[src/hw/rtl/pwct_pkg.sv]
`timescale 1ns / 1ps

package pwct_pkg;

	localparam int BIN_COUNT  = 16;
	localparam int WIDTH_BITS = 16;

	localparam int BIN_IDX_W = (BIN_COUNT > 1) ? $clog2(BIN_COUNT) : 1;
	localparam int PW_W      = 16;
	localparam int SUM_W     = 2 * PW_W;
	localparam int HITS_W    = 16;
	localparam int LIM_W     = PW_W + 1;
	localparam int PROD_W    = LIM_W + HITS_W;
	localparam int OUT_IDX_W = 4;
	localparam int CFG_IDX_W = 8;
	localparam int CFG_DAT_W = 16;
	localparam int DIV_CNT_W = $clog2(PW_W);

	localparam int PW_KEEP = (WIDTH_BITS < PW_W) ? WIDTH_BITS : PW_W;
	localparam logic [PW_W-1:0] PW_MASK = PW_W'((64'd1 << PW_KEEP) - 64'd1);

	localparam logic [BIN_IDX_W-1:0] BIN_LAST = BIN_IDX_W'(BIN_COUNT - 1);
	localparam logic [DIV_CNT_W-1:0] DIV_LAST = DIV_CNT_W'(PW_W - 1);
	localparam logic [HITS_W-1:0]    HITS_MAX = '1;

	localparam logic [CFG_IDX_W-1:0] REG_TOLERANCE = 8'd0;
	localparam logic [CFG_IDX_W-1:0] REG_FIRST_CNT = 8'd1;
	localparam logic [CFG_IDX_W-1:0] REG_SECOND_CNT = 8'd2;
	localparam logic [CFG_IDX_W-1:0] REG_LEARNING = 8'd3;

	localparam logic [15:0] TOLERANCE_RST  = 16'd200;
	localparam logic [15:0] FIRST_CNT_RST  = 16'd40;
	localparam logic [15:0] SECOND_CNT_RST = 16'd100;
	localparam logic        LEARNING_RST   = 1'b0;

	typedef struct packed {
		logic load;
		logic read;
		logic check;
		logic idx_inc;
		logic div_init;
		logic div_step;
		logic join_commit;
		logic miss_commit;
	} pwct_cmd_t;

	typedef struct packed {
		logic bin_match;
		logic bin_last;
	} pwct_sts_t;

endpackage

[src/hw/rtl/pwct_ctrl.sv]
`timescale 1ns / 1ps

module pwct_ctrl
	import pwct_pkg::*;
(
	input  logic      clk,
	input  logic      arst_n,
	input  logic      start,
	output logic      busy,
	output logic      done,
	input  pwct_sts_t sts,
	output pwct_cmd_t cmd
);

	typedef enum logic [2:0] {
		ST_IDLE,
		ST_SCAN,
		ST_CHECK,
		ST_DIV,
		ST_JOIN,
		ST_MISS
	} state_t;

	state_t                 state_q;
	logic [DIV_CNT_W-1:0]   div_cnt_q;
	logic                   done_q;

	always_comb begin
		cmd             = '0;
		cmd.load        = (state_q == ST_IDLE) && start;
		cmd.read        = (state_q == ST_SCAN);
		cmd.check       = (state_q == ST_CHECK);
		cmd.div_init    = (state_q == ST_CHECK) && sts.bin_match;
		cmd.idx_inc     = (state_q == ST_CHECK) && !sts.bin_match && !sts.bin_last;
		cmd.div_step    = (state_q == ST_DIV);
		cmd.join_commit = (state_q == ST_JOIN);
		cmd.miss_commit = (state_q == ST_MISS);
	end

	always_ff @(posedge clk or negedge arst_n) begin
		if (!arst_n) begin
			state_q   <= ST_IDLE;
			div_cnt_q <= '0;
			done_q    <= 1'b0;
		end else begin
			done_q <= 1'b0;
			unique case (state_q)
				ST_IDLE: begin
					if (start) begin
						state_q <= ST_SCAN;
					end
				end
				ST_SCAN: begin
					state_q <= ST_CHECK;
				end
				ST_CHECK: begin
					priority if (sts.bin_match) begin
						state_q <= ST_DIV;
					end else if (sts.bin_last) begin
						state_q <= ST_MISS;
					end else begin
						state_q <= ST_SCAN;
					end
				end
				ST_DIV: begin
					if (div_cnt_q == DIV_LAST) begin
						div_cnt_q <= '0;
						state_q   <= ST_JOIN;
					end else begin
						div_cnt_q <= div_cnt_q + 1'b1;
					end
				end
				ST_JOIN, ST_MISS: begin
					done_q  <= 1'b1;
					state_q <= ST_IDLE;
				end
				default: begin
					state_q <= ST_IDLE;
				end
			endcase
		end
	end

	assign busy = (state_q != ST_IDLE);
	assign done = done_q;

	a_done_idle: assert property (@(posedge clk) disable iff (!arst_n)
		done_q |-> (state_q == ST_IDLE))
		else $error("result strobe outside idle");

	a_start_scan: assert property (@(posedge clk) disable iff (!arst_n)
		(state_q == ST_IDLE && start) |=> (state_q == ST_SCAN))
		else $error("accepted item did not start a scan");

	a_div_cnt: assert property (@(posedge clk) disable iff (!arst_n)
		(state_q != ST_DIV) |-> (div_cnt_q == '0))
		else $error("divide step count left over");

endmodule

[src/hw/rtl/pwct_dp.sv]
`timescale 1ns / 1ps

module pwct_dp
	import pwct_pkg::*;
(
	input  logic                  clk,
	input  logic                  arst_n,
	input  pwct_cmd_t             cmd,
	output pwct_sts_t             sts,
	input  logic [PW_W-1:0]       pulse_width,
	input  logic                  cfg_we,
	input  logic [CFG_IDX_W-1:0]  cfg_index,
	input  logic [CFG_DAT_W-1:0]  cfg_data,
	output logic [OUT_IDX_W-1:0]  bin_index,
	output logic                  joined,
	output logic                  opened,
	output logic                  table_full,
	output logic                  report,
	output logic                  push_learned,
	output logic [PW_W-1:0]       bin_average
);

	logic [15:0]            tol_q;
	logic [15:0]            first_q;
	logic [15:0]            second_q;
	logic                   learn_q;

	logic [SUM_W-1:0]       bin_sum_q  [BIN_COUNT];
	logic [HITS_W-1:0]      bin_hits_q [BIN_COUNT];

	logic [PW_W-1:0]        w_q;
	logic                   lo_pos_q;
	logic [LIM_W-1:0]       lo_mag_q;
	logic [LIM_W-1:0]       hi_q;
	logic [BIN_IDX_W-1:0]   idx_q;
	logic                   empty_found_q;
	logic [BIN_IDX_W-1:0]   empty_idx_q;

	logic [SUM_W-1:0]       sum_s1;
	logic [HITS_W-1:0]      hits_s1;
	logic [PROD_W-1:0]      prod_lo_s1;
	logic [PROD_W-1:0]      prod_hi_s1;

	logic [PW_W-1:0]        div_rem_q;
	logic [PW_W-1:0]        div_dvd_q;

	logic [OUT_IDX_W-1:0]   res_idx_q;
	logic                   res_join_q;
	logic                   res_open_q;
	logic                   res_full_q;
	logic                   res_rep_q;
	logic                   res_push_q;
	logic [PW_W-1:0]        res_avg_q;

	logic [PW_W-1:0]        w_in;
	logic [LIM_W:0]         lo_v;
	logic                   lower_ok;
	logic                   upper_ok;
	logic [PW_W:0]          rem_sh;
	logic                   rem_ge;
	logic [SUM_W:0]         sum_add;
	logic [SUM_W-1:0]       sum_new;
	logic [HITS_W-1:0]      hits_new;
	logic                   can_add;
	logic                   hit_report;

	assign w_in = pulse_width & PW_MASK;
	assign lo_v = {2'b00, w_in} + (LIM_W+1)'(1) - {2'b00, tol_q};

	assign lower_ok = !lo_pos_q || ({1'b0, sum_s1} >= prod_lo_s1);
	assign upper_ok = ({1'b0, sum_s1} < prod_hi_s1);

	assign sts.bin_match = (hits_s1 != '0) && lower_ok && upper_ok;
	assign sts.bin_last  = (idx_q == BIN_LAST);

	assign rem_sh = {div_rem_q, div_dvd_q[PW_W-1]};
	assign rem_ge = (rem_sh >= {1'b0, hits_s1});

	assign sum_add    = {1'b0, sum_s1} + (SUM_W+1)'(w_q);
	assign sum_new    = sum_add[SUM_W] ? '1 : sum_add[SUM_W-1:0];
	assign hits_new   = hits_s1 + 1'b1;
	assign can_add    = (hits_s1 != HITS_MAX);
	assign hit_report = can_add && ((hits_new == first_q) || (hits_new == second_q));

	always_ff @(posedge clk or negedge arst_n) begin
		if (!arst_n) begin
			tol_q    <= TOLERANCE_RST;
			first_q  <= FIRST_CNT_RST;
			second_q <= SECOND_CNT_RST;
			learn_q  <= LEARNING_RST;
		end else if (cfg_we) begin
			unique case (cfg_index)
				REG_TOLERANCE:  tol_q    <= cfg_data;
				REG_FIRST_CNT:  first_q  <= cfg_data;
				REG_SECOND_CNT: second_q <= cfg_data;
				REG_LEARNING:   learn_q  <= cfg_data[0];
				default: begin
				end
			endcase
		end
	end

	always_ff @(posedge clk or negedge arst_n) begin
		if (!arst_n) begin
			for (int k = 0; k < BIN_COUNT; k++) begin
				bin_hits_q[k] <= '0;
			end
		end else if (cmd.join_commit && can_add) begin
			bin_hits_q[idx_q] <= hits_new;
		end else if (cmd.miss_commit && empty_found_q) begin
			bin_hits_q[empty_idx_q] <= HITS_W'(1);
		end
	end

	always_ff @(posedge clk) begin
		if (cmd.join_commit && can_add) begin
			bin_sum_q[idx_q] <= sum_new;
		end else if (cmd.miss_commit && empty_found_q) begin
			bin_sum_q[empty_idx_q] <= SUM_W'(w_q);
		end
	end

	always_ff @(posedge clk) begin
		if (cmd.load) begin
			w_q      <= w_in;
			lo_pos_q <= !lo_v[LIM_W] && (lo_v != '0);
			lo_mag_q <= lo_v[LIM_W-1:0];
			hi_q     <= LIM_W'(w_in) + LIM_W'(tol_q);
		end
		if (cmd.read) begin
			sum_s1     <= bin_sum_q[idx_q];
			hits_s1    <= bin_hits_q[idx_q];
			prod_lo_s1 <= PROD_W'(lo_mag_q) * PROD_W'(bin_hits_q[idx_q]);
			prod_hi_s1 <= PROD_W'(hi_q) * PROD_W'(bin_hits_q[idx_q]);
		end
		if (cmd.div_init) begin
			div_rem_q <= sum_s1[SUM_W-1:PW_W];
			div_dvd_q <= sum_s1[PW_W-1:0];
		end else if (cmd.div_step) begin
			div_rem_q <= rem_ge ? PW_W'(rem_sh - {1'b0, hits_s1}) : rem_sh[PW_W-1:0];
			div_dvd_q <= {div_dvd_q[PW_W-2:0], rem_ge};
		end
		if (cmd.join_commit || cmd.miss_commit) begin
			res_avg_q <= cmd.join_commit ? div_dvd_q : '0;
			res_idx_q <= cmd.join_commit ? OUT_IDX_W'(idx_q)
				: (empty_found_q ? OUT_IDX_W'(empty_idx_q) : '0);
		end
	end

	always_ff @(posedge clk or negedge arst_n) begin
		if (!arst_n) begin
			idx_q         <= '0;
			empty_found_q <= 1'b0;
			empty_idx_q   <= '0;
			res_join_q    <= 1'b0;
			res_open_q    <= 1'b0;
			res_full_q    <= 1'b0;
			res_rep_q     <= 1'b0;
			res_push_q    <= 1'b0;
		end else begin
			if (cmd.load) begin
				idx_q         <= '0;
				empty_found_q <= 1'b0;
			end else if (cmd.idx_inc) begin
				idx_q <= idx_q + 1'b1;
			end
			if (cmd.check && (hits_s1 == '0) && !empty_found_q) begin
				empty_found_q <= 1'b1;
				empty_idx_q   <= idx_q;
			end
			if (cmd.join_commit || cmd.miss_commit) begin
				res_join_q <= cmd.join_commit;
				res_open_q <= cmd.miss_commit && empty_found_q;
				res_full_q <= cmd.miss_commit && !empty_found_q;
				res_rep_q  <= cmd.join_commit && hit_report;
				res_push_q <= cmd.join_commit && hit_report && learn_q;
			end
		end
	end

	assign bin_index    = res_idx_q;
	assign joined       = res_join_q;
	assign opened       = res_open_q;
	assign table_full   = res_full_q;
	assign report       = res_rep_q;
	assign push_learned = res_push_q;
	assign bin_average  = res_avg_q;

	a_rem_below: assert property (@(posedge clk) disable iff (!arst_n)
		cmd.div_step |-> (div_rem_q < hits_s1))
		else $error("divider remainder not below the bin count");

	a_push_rep: assert property (@(posedge clk) disable iff (!arst_n)
		res_push_q |-> (res_rep_q && res_join_q))
		else $error("push without a report on a join");

	a_outcome: assert property (@(posedge clk) disable iff (!arst_n)
		$past(cmd.join_commit || cmd.miss_commit)
			|-> $onehot({res_join_q, res_open_q, res_full_q}))
		else $error("result outcome not exactly one of join, open, full");

endmodule

[src/hw/rtl/pulse_width_cluster_tracker_core.sv]
`timescale 1ns / 1ps
// An item taken at a start edge yields one result, strobed by done.
// The scan reads each bin in ST_SCAN and tests it in ST_CHECK, and stops at the first match.
// A join then runs a shift-and-subtract divide for the bin average.
// A miss also strobes its result through done; busy is low in the strobe cycle.
// Asynchronous reset empties all bins and loads the register defaults.
// The receiver cannot stall; done is high for one cycle only, and the result outputs hold until the next result.

module pulse_width_cluster_tracker_core
	import pwct_pkg::*;
(
	input  logic                  clk,
	input  logic                  arst_n,
	input  logic                  start,
	output logic                  busy,
	input  logic [PW_W-1:0]       pulse_width,
	input  logic                  cfg_valid,
	output logic                  cfg_ready,
	input  logic [CFG_IDX_W-1:0]  cfg_index,
	input  logic [CFG_DAT_W-1:0]  cfg_data,
	output logic                  done,
	output logic [OUT_IDX_W-1:0]  bin_index,
	output logic                  joined,
	output logic                  opened,
	output logic                  table_full,
	output logic                  report,
	output logic                  push_learned,
	output logic [PW_W-1:0]       bin_average
);

	pwct_cmd_t cmd;
	pwct_sts_t sts;

	assign cfg_ready = 1'b1;

	pwct_ctrl u_ctrl (
		.clk    (clk),
		.arst_n (arst_n),
		.start  (start),
		.busy   (busy),
		.done   (done),
		.sts    (sts),
		.cmd    (cmd)
	);

	pwct_dp u_dp (
		.clk          (clk),
		.arst_n       (arst_n),
		.cmd          (cmd),
		.sts          (sts),
		.pulse_width  (pulse_width),
		.cfg_we       (cfg_valid),
		.cfg_index    (cfg_index),
		.cfg_data     (cfg_data),
		.bin_index    (bin_index),
		.joined       (joined),
		.opened       (opened),
		.table_full   (table_full),
		.report       (report),
		.push_learned (push_learned),
		.bin_average  (bin_average)
	);

endmodule
[config.mk]
export PLATFORM = sky130hd
export DESIGN_NAME = pulse_width_cluster_tracker_core
export DESIGN_NICKNAME = d
export VERILOG_FILES = /design/src/hw/rtl/pwct_pkg.sv /design/src/hw/rtl/pwct_ctrl.sv /design/src/hw/rtl/pwct_dp.sv /design/src/hw/rtl/pulse_width_cluster_tracker_core.sv
export SDC_FILE = /design/constraint.sdc
export NUM_CORES = 2
export LEC_CHECK = 0
export BUFFER_PORTS_ARGS = -buffer_cell sky130_fd_sc_hd__buf_2
export CORE_ASPECT_RATIO = 1.75
export CORE_MARGIN = 10
export CORE_UTILIZATION = 50
export CTS_CLUSTER_DIAMETER = 40
export DETAILED_ROUTE_END_ITERATION = 16
export PLACE_DENSITY = 0.65
export SYNTH_ARGS = -nofsm -noshare
export SYNTH_HDL_FRONTEND = slang
export SYNTH_SLANG_ARGS = --single-unit
[constraint.sdc]
create_clock -name clk -period 16.98 [get_ports clk]
set_clock_uncertainty 0.1 [all_clocks]
set_input_delay 0.849 -clock clk [delete_from_list [all_inputs] [get_ports clk]]
set_output_delay 0.849 -clock clk [all_outputs]
set_load 0.01 [all_outputs]
==> summary.txt <==
CTS tree - yes
Netlist cell types - 82
Mapped Area - 0.0651 mm2
Post-CTS Resized - 0
final hold slack - 0.0977 ns
Root Driver - clkbuf_16
Crit path top cell by count - fa_1
number of synthesized register bits - 1056
Via density - 6.09
initial antenna violation count - 8
leading area contributor after synthesis - edfxtp_1
arrival time worst endpoint - 9.99 ns
Largest stage delay, worst path - 1.01 ns
Detail Route Antenna Nets - 0
fraction of layout cells with a size suffix above 1 - 13.3%
max-cap violation count - 0
largest net degree at the start of global routing - 136
post-place instance area - 0.0674 mm2
Overflow after GRT - 0
clock net sink count - 1056
fin util - 55.0%
post-synthesis async set-or-reset flop share - 31.0%
final setup fails - 0
HP Class - in -> async
critical path class - reg -> reg
Starting Density - 50.2%
syn_nets - 6064
Worst setup EP type - flop
dpl hpwl - 127000 um
top_reg_cell synth - edfxtp_1
WL/cell - 26.7 um
min Tclk post-route - 9.63 ns
Final Hold Vio Count - 0
postcts setup bufs - 0
P&R area growth vs syn - 9.56%
htree depth - 3
total CTS buffers - 107
Clock Tree Buf Depth - 3
std cell rows - 175
Slew Viols, Final - 0
final net count - 6068
cells after synthesis - 5256
Clk Latency, worst-skew pair - 0.78 ns
total iterations of the first detailed-routing run - 6
DRC - 0
yosys warns - 0
Clock transition at path regs - 0.07 ns
port buffer count - 70
worst slew pin tran - 1.37 ns
Final Cell Area - 0.0713 mm2
fmax - 104 MHz
Synth top area share - 33.7%
status - finished clean
unrepaired setup endpoints after global routing - false
core box area - 0.130 mm2
Worst Path Max Fanout - 45
iteration-0 DRC count of the detailed router - 3575
syn avg cell area - 12.4 um2
CP cell instances - buf_4 -> mux4_2 -> mux4_2 -> and2_1 -> fa_1 -> fa_1 -> fa_1 -> fa_1 -> fa_1 -> inv_1 -> fa_1 -> inv_1 -> ha_1 -> inv_1 -> or3_1 -> a211oi_1 -> nor3_1 -> o31ai_1 -> or4_1 -> nand4_1
Vias - 42900
CP Launch Type - flop
Die Y - 497 um
Seq/Total Area, Yosys - 46.2%
top cells by area, synth - edfxtp_1, fa_1, dfrtp_1, mux4_2, ha_1
Post-synth top cells - edfxtp_1, inv_1, fa_1
RD Place Congestion - 0.924
hold buffer count at cts - 0
Worst slew margin - 8.30%
io pins - 72
Die X - 293 um
top-count cell post-synth - edfxtp_1
vias in the first global route - 45600
first-pass GRT wire length - 282000 um
die area - 0.146 mm2
drt total wl - 188000 um
number of synthesized flops with an enable pin - 729
setup TNS - 0 ns
final worst path period share - 56.7%
Worst EP required - 17.34 ns
Worst R2R Setup Slack - 7.35 ns
CP max-delay cell - dfrtp_4
GRT Total Usage - 26.0%
-- flip-flops by register name, summed over array words and instances (netlist names), 3 cells and up --
| name | cells |
|---|---|
| u_dp.div_rem_q | 16 |
| u_dp.tol_q | 16 |
| u_dp.bin_hits_q | 256 |
| u_dp.hits_s1 | 16 |
| u_dp.div_dvd_q | 16 |
| u_dp.first_q | 16 |
| u_dp.prod_lo_s1 | 33 |
| u_dp.sum_s1 | 32 |
| u_ctrl.div_cnt_q | 4 |
| u_dp.empty_idx_q | 4 |
| u_dp.w_q | 16 |
| u_ctrl.state_q | 3 |
| u_dp.second_q | 16 |
| u_dp.idx_q | 4 |
| u_dp.hi_q | 17 |
| u_dp.bin_average | 16 |
| u_dp.lo_mag_q | 17 |
| u_dp.bin_sum_q | 512 |
| u_dp.bin_index | 4 |
| u_dp.prod_hi_s1 | 33 |
-- layout by cell type (no fill, tap or decap), types with 24 or more instances in the layout --
cell,Yosys,routed
edfxtp_1,729,729
inv_1,616,614
fa_1,420,420
nand2_1,413,413
o21ai_0,359,359
ha_1,344,344
dfrtp_1,319,315
nand3_1,318,309
and2_1,268,268
mux4_2,240,240
a21oi_1,126,125
nor2_1,135,118
clkbuf_16,0,107
xnor2_1,91,89
buf_4,1,82
buf_2,20,69
mux2_2,68,68
xor2_1,57,57
a21o_1,43,43
nor3_1,44,43
and3_1,41,41
a31oi_1,31,31
o21a_1,24,24
-- cells by family after synthesis --
| group | count (synthesis) | share of synthesized area [%] |
|---|---|---|
| other cells | 1 | 0.00576 |
| compound gates | 706 | 6.36 |
| fa+ha+maj | 764 | 19.5 |
| buf+inv | 878 | 5.17 |
| simple gates | 1355 | 10.4 |
| xor+xnor | 158 | 2.32 |
| flops | 1056 | 46.2 |
| mux | 338 | 9.97 |
-- metrics by stage --
| step | setup WS [ns] | instances |
|---|---|---|
| after floorplan | 9.27 | 5256 |
| after global routing | 6.78 | 7031 |
| after detailed placement | 7.27 | 6832 |
| final | 7.35 | 7041 |
| after CTS | 7.23 | 7030 |
| after global placement | 7.30 | 6832 |
-- metal layers --
metal | wire [um] | GRT usage, % | vias to the layer above
met2 | 99500 | 46.9 | 1642
met4 | 13900 | 17.3 | 4
met3 | 11100 | 3.81 | 595
met5 | 23 | 0 | -
met1 | 63700 | 28.0 | 22200
li1 | - | - | 18500
-- worst paths after layout --
check / startpoint / to / cells after the start
max: u_dp.idx_q[0]$_DFFE_PN0P_ / u_dp.prod_hi_s1[29]$_DFFE_PP_ / 20
min: arst_n / u_dp.bin_hits_q[138]$_DFFE_PN0P_ / 1
max reg2reg: u_dp.idx_q[0]$_DFFE_PN0P_ / u_dp.prod_hi_s1[29]$_DFFE_PP_ / 20
min reg2reg: u_ctrl.div_cnt_q[3]$_DFFE_PN0P_ / u_ctrl.div_cnt_q[3]$_DFFE_PN0P_ / 1
max in group asynchronous: arst_n / u_dp.bin_hits_q[18]$_DFFE_PN0P_ / 3
min in group clk: cfg_data[13] / u_dp.tol_q[13]$_DFFE_PN0P_ / 3
-- worst max-delay path, delay by kind of cell (launching register included) --
kind            cells  cell delay [ns]
fa+ha+maj           7             3.26
mux                 2             1.49
simple gates        5             1.23
compound gates      2             1.17
flops               1             1.01
buf+inv             4             0.98
-- layout make-up --
class / instances / area (um2)
Fill cell: 10700 / 58300
Clock inverter: 75 / 1090
Inverter: 619 / 2320
Timing Repair Buffer: 154 / 1020
Tap cell: 1681 / 2100
Sequential cell: 1056 / 30100
Antenna cell: 11 / 27.5
Clock buffer: 123 / 2790
Multi-Input combinational cell: 3322 / 31800
Power is not shown: default switching activity piles up to over one toggle a cycle in this logic, so the estimate is an artifact.
